File: src/rtl/core/ffea_pkg.sv
`default_nettype none

package ffea_pkg;

    localparam logic [1:0] CMD_CREATE = 2'd0;
    localparam logic [1:0] CMD_DELETE = 2'd1;
    localparam logic [1:0] CMD_READ   = 2'd2;

    localparam logic [1:0] KIND_INVALID = 2'd3;

    localparam logic [2:0] ST_OK         = 3'd0;
    localparam logic [2:0] ST_FULL       = 3'd1;
    localparam logic [2:0] ST_BAD_KIND   = 3'd2;
    localparam logic [2:0] ST_BAD_LENGTH = 3'd3;
    localparam logic [2:0] ST_NO_SPACE   = 3'd4;
    localparam logic [2:0] ST_BAD_INDEX  = 3'd5;

    localparam logic CFG_SPC = 1'b0;
    localparam logic CFG_CYL = 1'b1;

    // linear address width: cylinder * spc + sector + length
    localparam int LIN_W = 34;
    localparam int DIV_STEPS = LIN_W;
    localparam logic [5:0] DIV_LAST = 6'(DIV_STEPS - 1);

    typedef struct packed {
        logic [1:0]  command;
        logic [1:0]  requested_kind;
        logic [31:0] requested_length;
        logic [2:0]  entry_index;
    } req_t;

    typedef struct packed {
        logic [2:0]  status;
        logic [15:0] base_cylinder;
        logic [15:0] base_sector;
        logic [31:0] extent_length;
        logic [1:0]  extent_kind;
        logic [3:0]  entries_in_use;
    } rsp_t;

    typedef enum logic [3:0] {
        DP_NONE,
        DP_START,
        DP_TAB_RD,
        DP_LOAD_KEY,
        DP_SRT_RD,
        DP_SEL_I,
        DP_SEL_J,
        DP_SWAP_A,
        DP_SWAP_B,
        DP_ADVANCE,
        DP_DIV_INIT,
        DP_DIV_STEP,
        DP_PLACE,
        DP_TAB_MOVE,
        DP_RESULT
    } dp_op_t;

    typedef enum logic [1:0] {
        SRC_NONE,
        SRC_TABLE,
        SRC_NEW
    } res_src_t;

    typedef struct packed {
        dp_op_t     op;
        res_src_t   src;
        logic [2:0] status;
    } dp_cmd_t;

    typedef struct packed {
        logic fit_gap;
        logic fit_end;
    } dp_stat_t;

endpackage

`default_nettype wire

File: src/rtl/core/ffea_dp.sv
`default_nettype none

module ffea_dp #(
    parameter int MAX_VOLUMES = 8,
    parameter int IW = 3,
    parameter int CW = 4
) (
    input  wire logic              clk,
    input  wire logic              rst_n,
    input  wire ffea_pkg::req_t    req,
    input  wire logic              cfg_we,
    input  wire logic              cfg_index,
    input  wire logic [15:0]       cfg_data,
    input  wire ffea_pkg::dp_cmd_t cmd,
    input  wire logic [IW-1:0]     addr,
    input  wire logic [CW-1:0]     count,
    output ffea_pkg::dp_stat_t     stat,
    output ffea_pkg::rsp_t         rsp
);

    typedef struct packed {
        logic [15:0] cyl;
        logic [15:0] sec;
        logic [31:0] len;
        logic [1:0]  kind;
    } entry_t;

    typedef struct packed {
        logic [ffea_pkg::LIN_W-2:0] start;
        logic [ffea_pkg::LIN_W-1:0] stop;
    } key_t;

    entry_t tab_mem [MAX_VOLUMES];
    key_t   srt_mem [MAX_VOLUMES];

    logic [15:0] spc_reg;
    logic [15:0] cyl_reg;
    logic [15:0] spc_eff;

    entry_t tq_reg;
    key_t   sq_reg;
    key_t   cur_reg;
    key_t   best_reg;
    logic [IW-1:0] best_idx_reg;

    logic [ffea_pkg::LIN_W-1:0] pos_reg;
    logic [31:0]                total_reg;
    logic [31:0]                want_reg;
    logic [1:0]                 kind_reg;
    logic [ffea_pkg::LIN_W-1:0] div_reg;
    logic [15:0]                rem_reg;
    ffea_pkg::rsp_t             rsp_reg;

    logic [31:0] prod;
    key_t        new_key;
    logic signed [ffea_pkg::LIN_W+1:0] gap;
    logic signed [ffea_pkg::LIN_W+1:0] gap_end;
    logic signed [ffea_pkg::LIN_W+1:0] want_s;
    logic [16:0] rem_sh;
    logic        rem_ge;

    logic           srt_we;
    logic [IW-1:0]  srt_wa;
    key_t           srt_wd;
    logic           tab_we;
    entry_t         tab_wd;

    assign spc_eff = (spc_reg == 16'd0) ? 16'd1 : spc_reg;

    assign prod = tq_reg.cyl * spc_eff;
    assign new_key.start = (ffea_pkg::LIN_W-1)'(prod) + (ffea_pkg::LIN_W-1)'(tq_reg.sec);
    assign new_key.stop  = ffea_pkg::LIN_W'(new_key.start) + ffea_pkg::LIN_W'(tq_reg.len);

    assign want_s  = $signed((ffea_pkg::LIN_W+2)'(want_reg));
    assign gap     = $signed((ffea_pkg::LIN_W+2)'(sq_reg.start))
                   - $signed((ffea_pkg::LIN_W+2)'(pos_reg));
    assign gap_end = $signed((ffea_pkg::LIN_W+2)'(total_reg))
                   - $signed((ffea_pkg::LIN_W+2)'(pos_reg));
    assign stat.fit_gap = (gap >= want_s);
    assign stat.fit_end = (gap_end >= want_s);

    assign rem_sh = {rem_reg, div_reg[ffea_pkg::LIN_W-1]};
    assign rem_ge = (rem_sh >= {1'b0, spc_eff});

    always_comb
    begin
        srt_we = 1'b0;
        srt_wa = addr;
        srt_wd = new_key;
        tab_we = 1'b0;
        tab_wd = tq_reg;
        case (cmd.op)
            ffea_pkg::DP_LOAD_KEY:
            begin
                srt_we = 1'b1;
            end
            ffea_pkg::DP_SWAP_A:
            begin
                srt_we = 1'b1;
                srt_wd = best_reg;
            end
            ffea_pkg::DP_SWAP_B:
            begin
                srt_we = 1'b1;
                srt_wa = best_idx_reg;
                srt_wd = cur_reg;
            end
            ffea_pkg::DP_TAB_MOVE:
            begin
                tab_we = 1'b1;
            end
            ffea_pkg::DP_PLACE:
            begin
                tab_we = 1'b1;
                tab_wd = '{cyl: div_reg[15:0], sec: rem_reg, len: want_reg, kind: kind_reg};
            end
            default:
            begin
                srt_we = 1'b0;
            end
        endcase
    end

    always_ff @(posedge clk)
    begin
        if (srt_we)
        begin
            srt_mem[srt_wa] <= srt_wd;
        end
        if (tab_we)
        begin
            tab_mem[addr] <= tab_wd;
        end
        if (cmd.op == ffea_pkg::DP_TAB_RD)
        begin
            tq_reg <= tab_mem[addr];
        end
        if (cmd.op == ffea_pkg::DP_SRT_RD)
        begin
            sq_reg <= srt_mem[addr];
        end
    end

    always_ff @(posedge clk or negedge rst_n)
    begin
        if (!rst_n)
        begin
            spc_reg <= 16'd16;
            cyl_reg <= 16'd16;
        end
        else if (cfg_we)
        begin
            if (cfg_index == ffea_pkg::CFG_SPC)
            begin
                spc_reg <= cfg_data;
            end
            else
            begin
                cyl_reg <= cfg_data;
            end
        end
    end

    always_ff @(posedge clk)
    begin
        case (cmd.op)
            ffea_pkg::DP_START:
            begin
                want_reg  <= req.requested_length;
                kind_reg  <= req.requested_kind;
                total_reg <= cyl_reg * spc_eff;
                pos_reg   <= ffea_pkg::LIN_W'(1);
            end
            ffea_pkg::DP_SEL_I:
            begin
                cur_reg      <= sq_reg;
                best_reg     <= sq_reg;
                best_idx_reg <= addr;
            end
            ffea_pkg::DP_SEL_J:
            begin
                if (sq_reg.start < best_reg.start)
                begin
                    best_reg     <= sq_reg;
                    best_idx_reg <= addr;
                end
            end
            ffea_pkg::DP_ADVANCE:
            begin
                pos_reg <= sq_reg.stop;
            end
            ffea_pkg::DP_DIV_INIT:
            begin
                div_reg <= pos_reg;
                rem_reg <= 16'd0;
            end
            ffea_pkg::DP_DIV_STEP:
            begin
                rem_reg <= rem_ge ? 16'(rem_sh - {1'b0, spc_eff}) : rem_sh[15:0];
                div_reg <= {div_reg[ffea_pkg::LIN_W-2:0], rem_ge};
            end
            ffea_pkg::DP_RESULT:
            begin
                rsp_reg.status         <= cmd.status;
                rsp_reg.entries_in_use <= 4'(count);
                case (cmd.src)
                    ffea_pkg::SRC_TABLE:
                    begin
                        rsp_reg.base_cylinder <= tq_reg.cyl;
                        rsp_reg.base_sector   <= tq_reg.sec;
                        rsp_reg.extent_length <= tq_reg.len;
                        rsp_reg.extent_kind   <= tq_reg.kind;
                    end
                    ffea_pkg::SRC_NEW:
                    begin
                        rsp_reg.base_cylinder <= div_reg[15:0];
                        rsp_reg.base_sector   <= rem_reg;
                        rsp_reg.extent_length <= want_reg;
                        rsp_reg.extent_kind   <= kind_reg;
                    end
                    default:
                    begin
                        rsp_reg.base_cylinder <= 16'd0;
                        rsp_reg.base_sector   <= 16'd0;
                        rsp_reg.extent_length <= 32'd0;
                        rsp_reg.extent_kind   <= 2'd0;
                    end
                endcase
            end
            default:
            begin
                pos_reg <= pos_reg;
            end
        endcase
    end

    assign rsp = rsp_reg;

endmodule

`default_nettype wire

File: src/rtl/core/ffea_ctrl.sv
`default_nettype none

module ffea_ctrl #(
    parameter int MAX_VOLUMES = 8,
    parameter int IW = 3,
    parameter int CW = 4
) (
    input  wire logic               clk,
    input  wire logic               rst_n,
    input  wire logic               req_valid,
    output logic                    req_ready,
    input  wire ffea_pkg::req_t     req,
    output logic                    rsp_valid,
    input  wire logic               rsp_ready,
    output ffea_pkg::dp_cmd_t       cmd,
    output logic [IW-1:0]           addr,
    output logic [CW-1:0]           count,
    input  wire ffea_pkg::dp_stat_t stat
);

    localparam int XW = CW + 3;
    localparam logic [CW-1:0] MAX_N = CW'(MAX_VOLUMES);

    typedef enum logic [4:0] {
        IDLE,
        LD_RD,
        LD_WR,
        SR_RI,
        SR_CI,
        SR_RJ,
        SR_CJ,
        SR_W1,
        SR_W2,
        SC_RD,
        SC_CHK,
        SC_END,
        DV_INIT,
        DV_STEP,
        PLACE,
        DL_CHK,
        DL_RD,
        DL_WR,
        RD_RD,
        FIN
    } state_t;

    state_t               state_reg, state_next;
    logic [CW-1:0]        i_reg, i_next;
    logic [CW-1:0]        j_reg, j_next;
    logic [CW-1:0]        n_reg, n_next;
    logic [5:0]           dcnt_reg, dcnt_next;
    logic [2:0]           st_reg, st_next;
    ffea_pkg::res_src_t   src_reg, src_next;
    logic                 valid_reg, valid_next;

    logic          accept;
    logic          bad_idx;
    logic [CW-1:0] idx_c;
    logic          slot_free;

    assign accept    = req_valid && req_ready;
    assign bad_idx   = XW'(req.entry_index) >= XW'(n_reg);
    assign idx_c     = CW'(XW'(req.entry_index));
    assign slot_free = !valid_reg || rsp_ready;

    always_comb
    begin
        state_next = state_reg;
        i_next     = i_reg;
        j_next     = j_reg;
        n_next     = n_reg;
        dcnt_next  = dcnt_reg;
        st_next    = st_reg;
        src_next   = src_reg;
        valid_next = valid_reg && !rsp_ready;
        cmd        = '{op: ffea_pkg::DP_NONE, src: src_reg, status: st_reg};
        addr       = i_reg[IW-1:0];
        case (state_reg)
            IDLE:
            begin
                if (accept)
                begin
                    cmd.op   = ffea_pkg::DP_START;
                    st_next  = ffea_pkg::ST_OK;
                    src_next = ffea_pkg::SRC_NONE;
                    i_next   = '0;
                    case (req.command)
                        ffea_pkg::CMD_CREATE:
                        begin
                            if (n_reg >= MAX_N)
                            begin
                                st_next    = ffea_pkg::ST_FULL;
                                state_next = FIN;
                            end
                            else if (req.requested_kind == ffea_pkg::KIND_INVALID)
                            begin
                                st_next    = ffea_pkg::ST_BAD_KIND;
                                state_next = FIN;
                            end
                            else if (req.requested_length == 32'd0)
                            begin
                                st_next    = ffea_pkg::ST_BAD_LENGTH;
                                state_next = FIN;
                            end
                            else if (n_reg == '0)
                            begin
                                state_next = SC_END;
                            end
                            else
                            begin
                                state_next = LD_RD;
                            end
                        end
                        ffea_pkg::CMD_DELETE:
                        begin
                            if (bad_idx)
                            begin
                                st_next    = ffea_pkg::ST_BAD_INDEX;
                                state_next = FIN;
                            end
                            else
                            begin
                                i_next     = idx_c;
                                state_next = DL_CHK;
                            end
                        end
                        ffea_pkg::CMD_READ:
                        begin
                            if (bad_idx)
                            begin
                                st_next    = ffea_pkg::ST_BAD_INDEX;
                                state_next = FIN;
                            end
                            else
                            begin
                                i_next     = idx_c;
                                state_next = RD_RD;
                            end
                        end
                        default:
                        begin
                            state_next = FIN;
                        end
                    endcase
                end
            end
            LD_RD:
            begin
                cmd.op     = ffea_pkg::DP_TAB_RD;
                state_next = LD_WR;
            end
            LD_WR:
            begin
                cmd.op = ffea_pkg::DP_LOAD_KEY;
                if (i_reg == n_reg - 1'b1)
                begin
                    i_next     = '0;
                    state_next = (n_reg > CW'(1)) ? SR_RI : SC_RD;
                end
                else
                begin
                    i_next     = i_reg + 1'b1;
                    state_next = LD_RD;
                end
            end
            SR_RI:
            begin
                cmd.op     = ffea_pkg::DP_SRT_RD;
                state_next = SR_CI;
            end
            SR_CI:
            begin
                cmd.op     = ffea_pkg::DP_SEL_I;
                j_next     = i_reg + 1'b1;
                state_next = SR_RJ;
            end
            SR_RJ:
            begin
                cmd.op     = ffea_pkg::DP_SRT_RD;
                addr       = j_reg[IW-1:0];
                state_next = SR_CJ;
            end
            SR_CJ:
            begin
                cmd.op = ffea_pkg::DP_SEL_J;
                addr   = j_reg[IW-1:0];
                if (j_reg == n_reg - 1'b1)
                begin
                    state_next = SR_W1;
                end
                else
                begin
                    j_next     = j_reg + 1'b1;
                    state_next = SR_RJ;
                end
            end
            SR_W1:
            begin
                cmd.op     = ffea_pkg::DP_SWAP_A;
                state_next = SR_W2;
            end
            SR_W2:
            begin
                cmd.op = ffea_pkg::DP_SWAP_B;
                if (i_reg == n_reg - CW'(2))
                begin
                    i_next     = '0;
                    state_next = SC_RD;
                end
                else
                begin
                    i_next     = i_reg + 1'b1;
                    state_next = SR_RI;
                end
            end
            SC_RD:
            begin
                cmd.op     = ffea_pkg::DP_SRT_RD;
                state_next = SC_CHK;
            end
            SC_CHK:
            begin
                if (stat.fit_gap)
                begin
                    state_next = DV_INIT;
                end
                else
                begin
                    cmd.op = ffea_pkg::DP_ADVANCE;
                    if (i_reg == n_reg - 1'b1)
                    begin
                        state_next = SC_END;
                    end
                    else
                    begin
                        i_next     = i_reg + 1'b1;
                        state_next = SC_RD;
                    end
                end
            end
            SC_END:
            begin
                if (stat.fit_end)
                begin
                    state_next = DV_INIT;
                end
                else
                begin
                    st_next    = ffea_pkg::ST_NO_SPACE;
                    state_next = FIN;
                end
            end
            DV_INIT:
            begin
                cmd.op     = ffea_pkg::DP_DIV_INIT;
                dcnt_next  = '0;
                state_next = DV_STEP;
            end
            DV_STEP:
            begin
                cmd.op    = ffea_pkg::DP_DIV_STEP;
                dcnt_next = dcnt_reg + 1'b1;
                if (dcnt_reg == ffea_pkg::DIV_LAST)
                begin
                    state_next = PLACE;
                end
            end
            PLACE:
            begin
                cmd.op     = ffea_pkg::DP_PLACE;
                addr       = n_reg[IW-1:0];
                n_next     = n_reg + 1'b1;
                src_next   = ffea_pkg::SRC_NEW;
                state_next = FIN;
            end
            DL_CHK:
            begin
                if (XW'(i_reg) + XW'(1) < XW'(n_reg))
                begin
                    state_next = DL_RD;
                end
                else
                begin
                    n_next     = n_reg - 1'b1;
                    state_next = FIN;
                end
            end
            DL_RD:
            begin
                cmd.op     = ffea_pkg::DP_TAB_RD;
                addr       = IW'(i_reg + 1'b1);
                state_next = DL_WR;
            end
            DL_WR:
            begin
                cmd.op     = ffea_pkg::DP_TAB_MOVE;
                i_next     = i_reg + 1'b1;
                state_next = DL_CHK;
            end
            RD_RD:
            begin
                cmd.op     = ffea_pkg::DP_TAB_RD;
                src_next   = ffea_pkg::SRC_TABLE;
                state_next = FIN;
            end
            FIN:
            begin
                if (slot_free)
                begin
                    cmd.op     = ffea_pkg::DP_RESULT;
                    valid_next = 1'b1;
                    state_next = IDLE;
                end
            end
            default:
            begin
                state_next = IDLE;
            end
        endcase
    end

    always_ff @(posedge clk or negedge rst_n)
    begin
        if (!rst_n)
        begin
            state_reg <= IDLE;
            i_reg     <= '0;
            j_reg     <= '0;
            n_reg     <= '0;
            dcnt_reg  <= '0;
            st_reg    <= ffea_pkg::ST_OK;
            src_reg   <= ffea_pkg::SRC_NONE;
            valid_reg <= 1'b0;
        end
        else
        begin
            state_reg <= state_next;
            i_reg     <= i_next;
            j_reg     <= j_next;
            n_reg     <= n_next;
            dcnt_reg  <= dcnt_next;
            st_reg    <= st_next;
            src_reg   <= src_next;
            valid_reg <= valid_next;
        end
    end

    assign req_ready = (state_reg == IDLE);
    assign rsp_valid = valid_reg;
    assign count     = n_reg;

endmodule

`default_nettype wire

File: src/rtl/core/first_fit_extent_allocator.sv
`default_nettype none

// First-fit extent allocator over a table of up to MAX_VOLUMES extents. One command word
// is taken at a time. The response word sits in an output register, so a new command is
// taken while a response waits. A response that is not taken holds the next command in
// its final step. After a setup step, create on a non-empty table loads the keys of all
// entries, runs a selection sort over one single-port key memory and scans the gaps in
// start order; on a fit a radix-2 divider splits the start into cylinder and sector, and
// placement and result steps follow. Create on an empty table goes straight to the end
// check. Delete shifts each later entry down by one slot, read fetches its entry, and
// rejected commands go straight to the result step. The user must write the geometry
// registers through the cfg port only while no command is in flight; the block itself
// does not enforce this. A sectors per cylinder of zero acts as one.
module first_fit_extent_allocator #(
    parameter int MAX_VOLUMES = 8
) (
    input  wire logic            clk,
    input  wire logic            rst_n,
    input  wire logic            req_valid,
    output logic                 req_ready,
    input  wire ffea_pkg::req_t  req,
    output logic                 rsp_valid,
    input  wire logic            rsp_ready,
    output ffea_pkg::rsp_t       rsp,
    input  wire logic            cfg_we,
    input  wire logic            cfg_index,
    input  wire logic [15:0]     cfg_data
);

    localparam int IW = (MAX_VOLUMES > 1) ? $clog2(MAX_VOLUMES) : 1;
    localparam int CW = $clog2(MAX_VOLUMES + 1);

    ffea_pkg::dp_cmd_t  cmd;
    ffea_pkg::dp_stat_t stat;
    logic [IW-1:0]      addr;
    logic [CW-1:0]      count;

    ffea_ctrl #(
        .MAX_VOLUMES(MAX_VOLUMES),
        .IW(IW),
        .CW(CW)
    ) u_ctrl (
        .clk(clk),
        .rst_n(rst_n),
        .req_valid(req_valid),
        .req_ready(req_ready),
        .req(req),
        .rsp_valid(rsp_valid),
        .rsp_ready(rsp_ready),
        .cmd(cmd),
        .addr(addr),
        .count(count),
        .stat(stat)
    );

    ffea_dp #(
        .MAX_VOLUMES(MAX_VOLUMES),
        .IW(IW),
        .CW(CW)
    ) u_dp (
        .clk(clk),
        .rst_n(rst_n),
        .req(req),
        .cfg_we(cfg_we),
        .cfg_index(cfg_index),
        .cfg_data(cfg_data),
        .cmd(cmd),
        .addr(addr),
        .count(count),
        .stat(stat),
        .rsp(rsp)
    );

endmodule

`default_nettype wire

File: config.mk
export PLATFORM = sky130hd
export DESIGN_NAME = first_fit_extent_allocator
export DESIGN_NICKNAME = d
export VERILOG_FILES = /design/src/rtl/core/ffea_pkg.sv /design/src/rtl/core/ffea_dp.sv /design/src/rtl/core/ffea_ctrl.sv /design/src/rtl/core/first_fit_extent_allocator.sv
export SDC_FILE = /design/constraint.sdc
export NUM_CORES = 2
export LEC_CHECK = 0
export BUFFER_PORTS_ARGS = -buffer_cell sky130_fd_sc_hd__buf_2
export CAP_MARGIN = 25
export CELL_PAD_IN_SITES_DETAIL_PLACEMENT = 2
export CELL_PAD_IN_SITES_GLOBAL_PLACEMENT = 2
export CORE_UTILIZATION = 44
export CTS_CLUSTER_SIZE = 14
export DETAILED_ROUTE_END_ITERATION = 12
export GPL_ROUTABILITY_DRIVEN = 0
export HOLD_SLACK_MARGIN = 0.03
export PLACE_DENSITY = 0.84
export REMOVE_ABC_BUFFERS = 1
export SLEW_MARGIN = 20
export SYNTH_ARGS = -nofsm -noshare
export SYNTH_HDL_FRONTEND = slang
export SYNTH_SLANG_ARGS = --single-unit
File: constraint.sdc
create_clock -name clk -period 12.1 [get_ports clk]
set_clock_uncertainty 0.1 [all_clocks]
set_input_delay 0.605 -clock clk [delete_from_list [all_inputs] [get_ports clk]]
set_output_delay 0.605 -clock clk [all_outputs]
set_load 0.05 [all_outputs]
# Word-level counts from Yosys, hierarchy flattened
# Memories as Yosys holds them, arrays and structs flattened. A register that Yosys moved wholly into a read port is not among the register bits.
# Cells that the tools add are included.
# Widths: inputs -> output; s select.
[op_classes] add_sub_neg=12 magnitude_cmp=8 bitwise_logic=1 div_mod_pow=0 muxes=68 multipliers=2 n_eq_ne=51 n_reduce_logical=35 shifts=0
[ops] operator="$pmux 67 s2" n=2
[ops] operator="$pmux 34 s2" n=2
[ops] operator="$pmux 66 s2" n=1
[ops] operator="$pmux 5 s19" n=1
[ops] operator="$ge 36x33->1" n=2
[ops] operator="$mux 67" n=1
[ops] operator="$mux 66" n=1
[ops] operator="$mul 16x16->32" n=2
[ops] operator="$pmux 4 s14" n=1
[ops] operator="$mux 4" n=13
[ops] operator="$mux 5" n=10
[ops] operator="$eq 5x4->1 const B" n=8
[ops] operator="$sub 32x34->35" n=1
[ops] operator="$sub 33x34->35" n=1
[ops] operator="$add 33x32->34" n=1
[ops] operator="$add 32x16->33" n=1
[ops] operator="$lt 33x33->1" n=1
[ops] operator="$logic_not 32->1" n=1
[ops] operator="$mux 16" n=2
[ops] operator="$pmux 16 s2" n=1
[ops] operator="$eq 4x4->1 const B" n=7
[ops] operator="$mux 3" n=8
[ops] operator="$eq 5x3->1 const B" n=4
[ops] operator="$eq 5x5->1 const B" n=4
[ops] operator="47 further kinds" n=101
[word_totals] regBits=421 output_inout_bits=75 ram_bits=1064 romBits=0 in_bits=61 n_memories=2 latch_bits=0
[memory_table] name="u_dp.srt_mem" words=8 width=67 read_ports=1 rd_clocked_by_memory_dff=1 wr=1 line_no="ffea_dp.sv:34" source="key_t srt_mem [MAX_VOLUMES];"
[memory_table] name="u_dp.tab_mem" words=8 width=66 read_ports=1 rd_clocked_by_memory_dff=1 wr=1 line_no="ffea_dp.sv:33" source="entry_t tab_mem [MAX_VOLUMES];"

# Logic depth before layout (Yosys ltp)
[logic_depth] ltp_word=9 ltp_mapped=34 mapped_depth_nobuf=32

# Hierarchy
# A second synthesis with hierarchy kept.
[hier_totals] hier_cells=6504 area_unflattened_um2=84903.9
[by_module_without_submodules] module="ffea_dp" area_per_inst_um2=82054.9 cells_each=6156 n_inst=1
[by_module_without_submodules] module="ffea_ctrl" area_per_inst_um2=2849.0 cells_each=348 n_inst=1

# Least setup slack after synthesis
# No wires, ideal clock.
[synth_path] path_type="register -> register" startpoint="reg u_ctrl.i_reg[0]" endpoint="mem u_dp.tab_mem[0][0] in the netlist's numbering, enable pin" stages_incl_launch_ff=12 setup_time_ns=0.653 period_less_slack_ns=9.055 setup_slack_ns=3.045 arrival_time_ns=8.302 path_buffers=3 required_time_ns=11.347 cell_sequence="dfrtp_1 ha_1 xor2_1 nor3b_1 a31oi_1 nor2_1 a211oi_4 inv_4 buf_4 buf_4 buf_2 nor4_1"
[synth_between] elab_chain_cells=2
[synth_lines] item="from (decl)" line_no="ffea_ctrl.sv:48" source="logic [CW-1:0] i_reg, i_next;"
[synth_lines] item="from (signal assigned)" line_no="ffea_ctrl.sv:338" source="i_reg <= i_next;"
[synth_lines] item="$add 4x1->4"
[synth_lines] item="$pmux 3 s3 *" line_no="ffea_ctrl.sv:78" source="case (state_reg)"
[synth_lines] item="to (decl)" line_no="ffea_dp.sv:33"
# Mark *: on every way between the ends. The rest lies on a longest branch, timed or not.

==> key figures <==
Status
  – Status: finished with violations
  – Failing checks: max-capacitance violations, max-slew violations, negative setup slack

Critical path
  – Critical path's slowest cell: edfxtp_1
  – Most used cell, CP: fa_1
  – Crit end category: flip-flop
  – CP Launch Type: flip-flop
  – CP arrival: about 13000 ps
  – Worst path max stage delay: 1190 ps
  – Crit Path Category: flip-flop to flip-flop
  – Crit path max fanout: 18
  – Critical Path RT: between 10000 and 15000 ps
  – R2R Setup Slk: -360 ps
  – WP buf/inv: 5
  – Delay-heaviest family, CP: adder cells

Flow run
  – Maxcap violations: 2

Clock tree
  – Clock Tree Buf Depth: 3
  – H-tree Lvls: 4
  – CTS tree: built
  – CTS Sinks: ~1600
  – Num CTS Buffers: 180
  – Root Buffer: clkbuf_16
  – Clock Latency Late Sink: between 900 and 1000 ps
  – Worst-path clk slew: 70 ps

STA
  – Final setup TNS: -7355 ps
  – Worst hold slack: 43.51 ps
  – Post-layout min period: around 12000 ps
  – Final clock period utilization by the worst path: 1.029
  – Max_slew headroom: -0.08409
  – Setup Viol. Count Final: 48
  – Actual slew at the worst max-slew pin: between 1500 and 2000 ps
  – Final hold violation count: 0
  – RSZ-0062 raised after global routing: false
  – PnR worst setup slack: -355.5 ps
  – F_max: ~80 MHz
  – Slew Viols, Final: 11

Route
  – Remaining antenna violation count: 0
  – Drt pass-1 iters: 9
  – Routed length per instance: 43.99 um
  – Via density: 7.074
  – WL final: 462500 um
  – Drt initial violations: ~11000
  – Via count: between 70000 and 80000
  – DRC viols: 0

Logic synthesis
  – Synth Register Bits: around 1600
  – Mapped Cells: approximately 7500
  – Syn Area/Cell: ~12 sq um
  – Post-synth EDFFs: roughly 1600
  – Yosys cell types: slightly above 90
  – Post-synth top flop: edfxtp_1
  – Mapped Area: between 80000 and 90000 sq um
  – Post-synth ARST share: 0.03770
  – Seq/Total Area, Yosys: 0.5495
  – Warnings, synthesis: 0

Floorplanning
  – Num rows: ~160
  – Die W: 448.9 um
  – Die H: between 400 and 500 um
  – Die Area: 201500 sq um
  – IO Count: 136
  – Core box area: roughly 200000 sq um
  – Starting Density: 0.4442

Layout
  – Nets: about 8600
  – Layout cells sized above 1: 0.08384
  – Layout overhead on the synthesized area: 11.95%
  – Largest register FFs: approximately 540

Placed design
  – Port Buffers: between 100 and 150
  – DPL Wire Length: 256000 um

Global routing
  – Largest net degree at the start of global routing: 89
  – Busiest metal layer after global routing: met2
  – First-pass GRT wire length: 600800 um
  – Remaining Overflow, GRT: 0
  – Overall routing resource usage: 0.4191
  – Grt met3 use: 0.1319
  – Initial antenna violation count: 69
  – Met1 Use GR: 0.4731
  – M2 GR Usage: 0.6575
  – Number of global-route vias before repair: 77751

Min path
  – Tightest Hold Check Type: primary input to flip-flop
placed cells by master (no fill, tap or decap), drive strengths merged, types with 32 or more instances in the layout:
master,count
o21ai,322
a21o,86
a22oi,186
inv,680
ha,449
dfrtp,59
diode,37
a211oi,115
nand4,32
xor2,63
o211ai,79
xnor2,104
mux2i,56
buf,288
nor2,217
and2,245
fa,409
clkinv,94
clkbuf,232
nand3,200
dlygate4sd3,54
edfxtp,1557
nand2,1353
o2bb2ai,41
a21oi,501
nor3,49
final cells by class:
cell class | count | area (sq um)
fill | 19206 | 99450
antenna | 37 | 92.59
tap | 2640 | 3303
multi-input combinational | 4855 | 35860
clock buffer | 223 | 4761
sequential | 1618 | 48280
timing repair buffer | 352 | 2535
clock inverter | 113 | 987.2
inverter | 675 | 2557
path summary, 6_finish.rpt:
| path | end | startpoint | cells past startpoint |
|---|---|---|---|
| max | u_dp.srt_mem[5][31] | u_dp.tq_reg[55] | 31 |
| min | u_dp.spc_reg[10] | cfg_index | 3 |
| max reg2reg | u_dp.srt_mem[5][31] | u_dp.tq_reg[55] | 31 |
| min reg2reg | u_dp.rsp[72] | u_ctrl.st_reg[2] | 0 |
| max in group asynchronous | u_dp.cyl_reg[0] | rst_n | 2 |
| min in group asynchronous | u_ctrl.rsp_valid | rst_n | 2 |
repair_timing:
action	in CTS	in global routing
resized for setup	0	2
hold buffers	54	0
buffers inserted	0	0
setup endpoints to repair	0	8
endpoints found under the hold margin	127	0
tightest hold or removal path, delay by kind of cell:
family | cells | cell delay (ps)
buf+inv | 1 | 110
compound gates | 1 | 170
simple gates | 1 | 120
Yosys cell counts, drive strengths merged, types with 19 or more instances:
library cell / instances / area [sq um]
o21a: 31 / 232.7
nand2b: 21 / 131.4
a22oi: 186 / 1406
a31oi: 21 / 131.4
a21o: 86 / 646.9
a211oi: 115 / 898.4
nor4: 22 / 143.9
a21oi: 501 / 2515
xor2: 63 / 551.8
and3: 19 / 118.9
and2: 245 / 1533
clkbuf: 215 / 807.0
inv: 675 / 2536
nand4: 32 / 206.5
nor2b: 26 / 162.7
mux2: 19 / 214.0
nand3: 200 / 1001
o2bb2ai: 41 / 359.1
xnor2: 104 / 910.9
edfxtp: 1557 / 46750
dfrtp: 59 / 1476
buf: 146 / 701.9
nand2: 1353 / 5081
fa: 409 / 8188
mux2i: 56 / 560.5
ha: 449 / 5618
o21ai: 322 / 1627
nor2: 217 / 827.0
o211ai: 79 / 593.1
o21bai: 22 / 165.2
nor3: 49 / 245.2
layer usage:
metal | routed length, um | vias up
met5 | 626 | -
met4 | 50060 | 66
met3 | 60650 | 3060
met2 | 203200 | 7094
met1 | 147900 | 37314
li1 | - | 26832
metrics by stage:
stage	cells	cell area, sq um	setup slack (ps)	utilization
2_1_floorplan	7148	86360	-6962	-
3_3_place_gp	10054	91640	2625	0.4632
3_5_place_dp	10056	91650	1486	0.4633
4_1_cts	10446	97940	721.1	0.4951
5_1_grt	10478	98290	26.94	0.4968
6_report	10513	98380	-355.5	0.4973
cells by family after synthesis:
logic type | synth area share
simple gates | 0.1122
flops | 0.5495
compound gates | 0.1098
buf+inv | 0.04603
fa+ha+maj | 0.1571
xor+xnor | 0.01665
mux | 0.008814
Power is left out: the tool's default activity adds up to more than one toggle a clock period on the data nets, which glitch-free logic cannot reach.
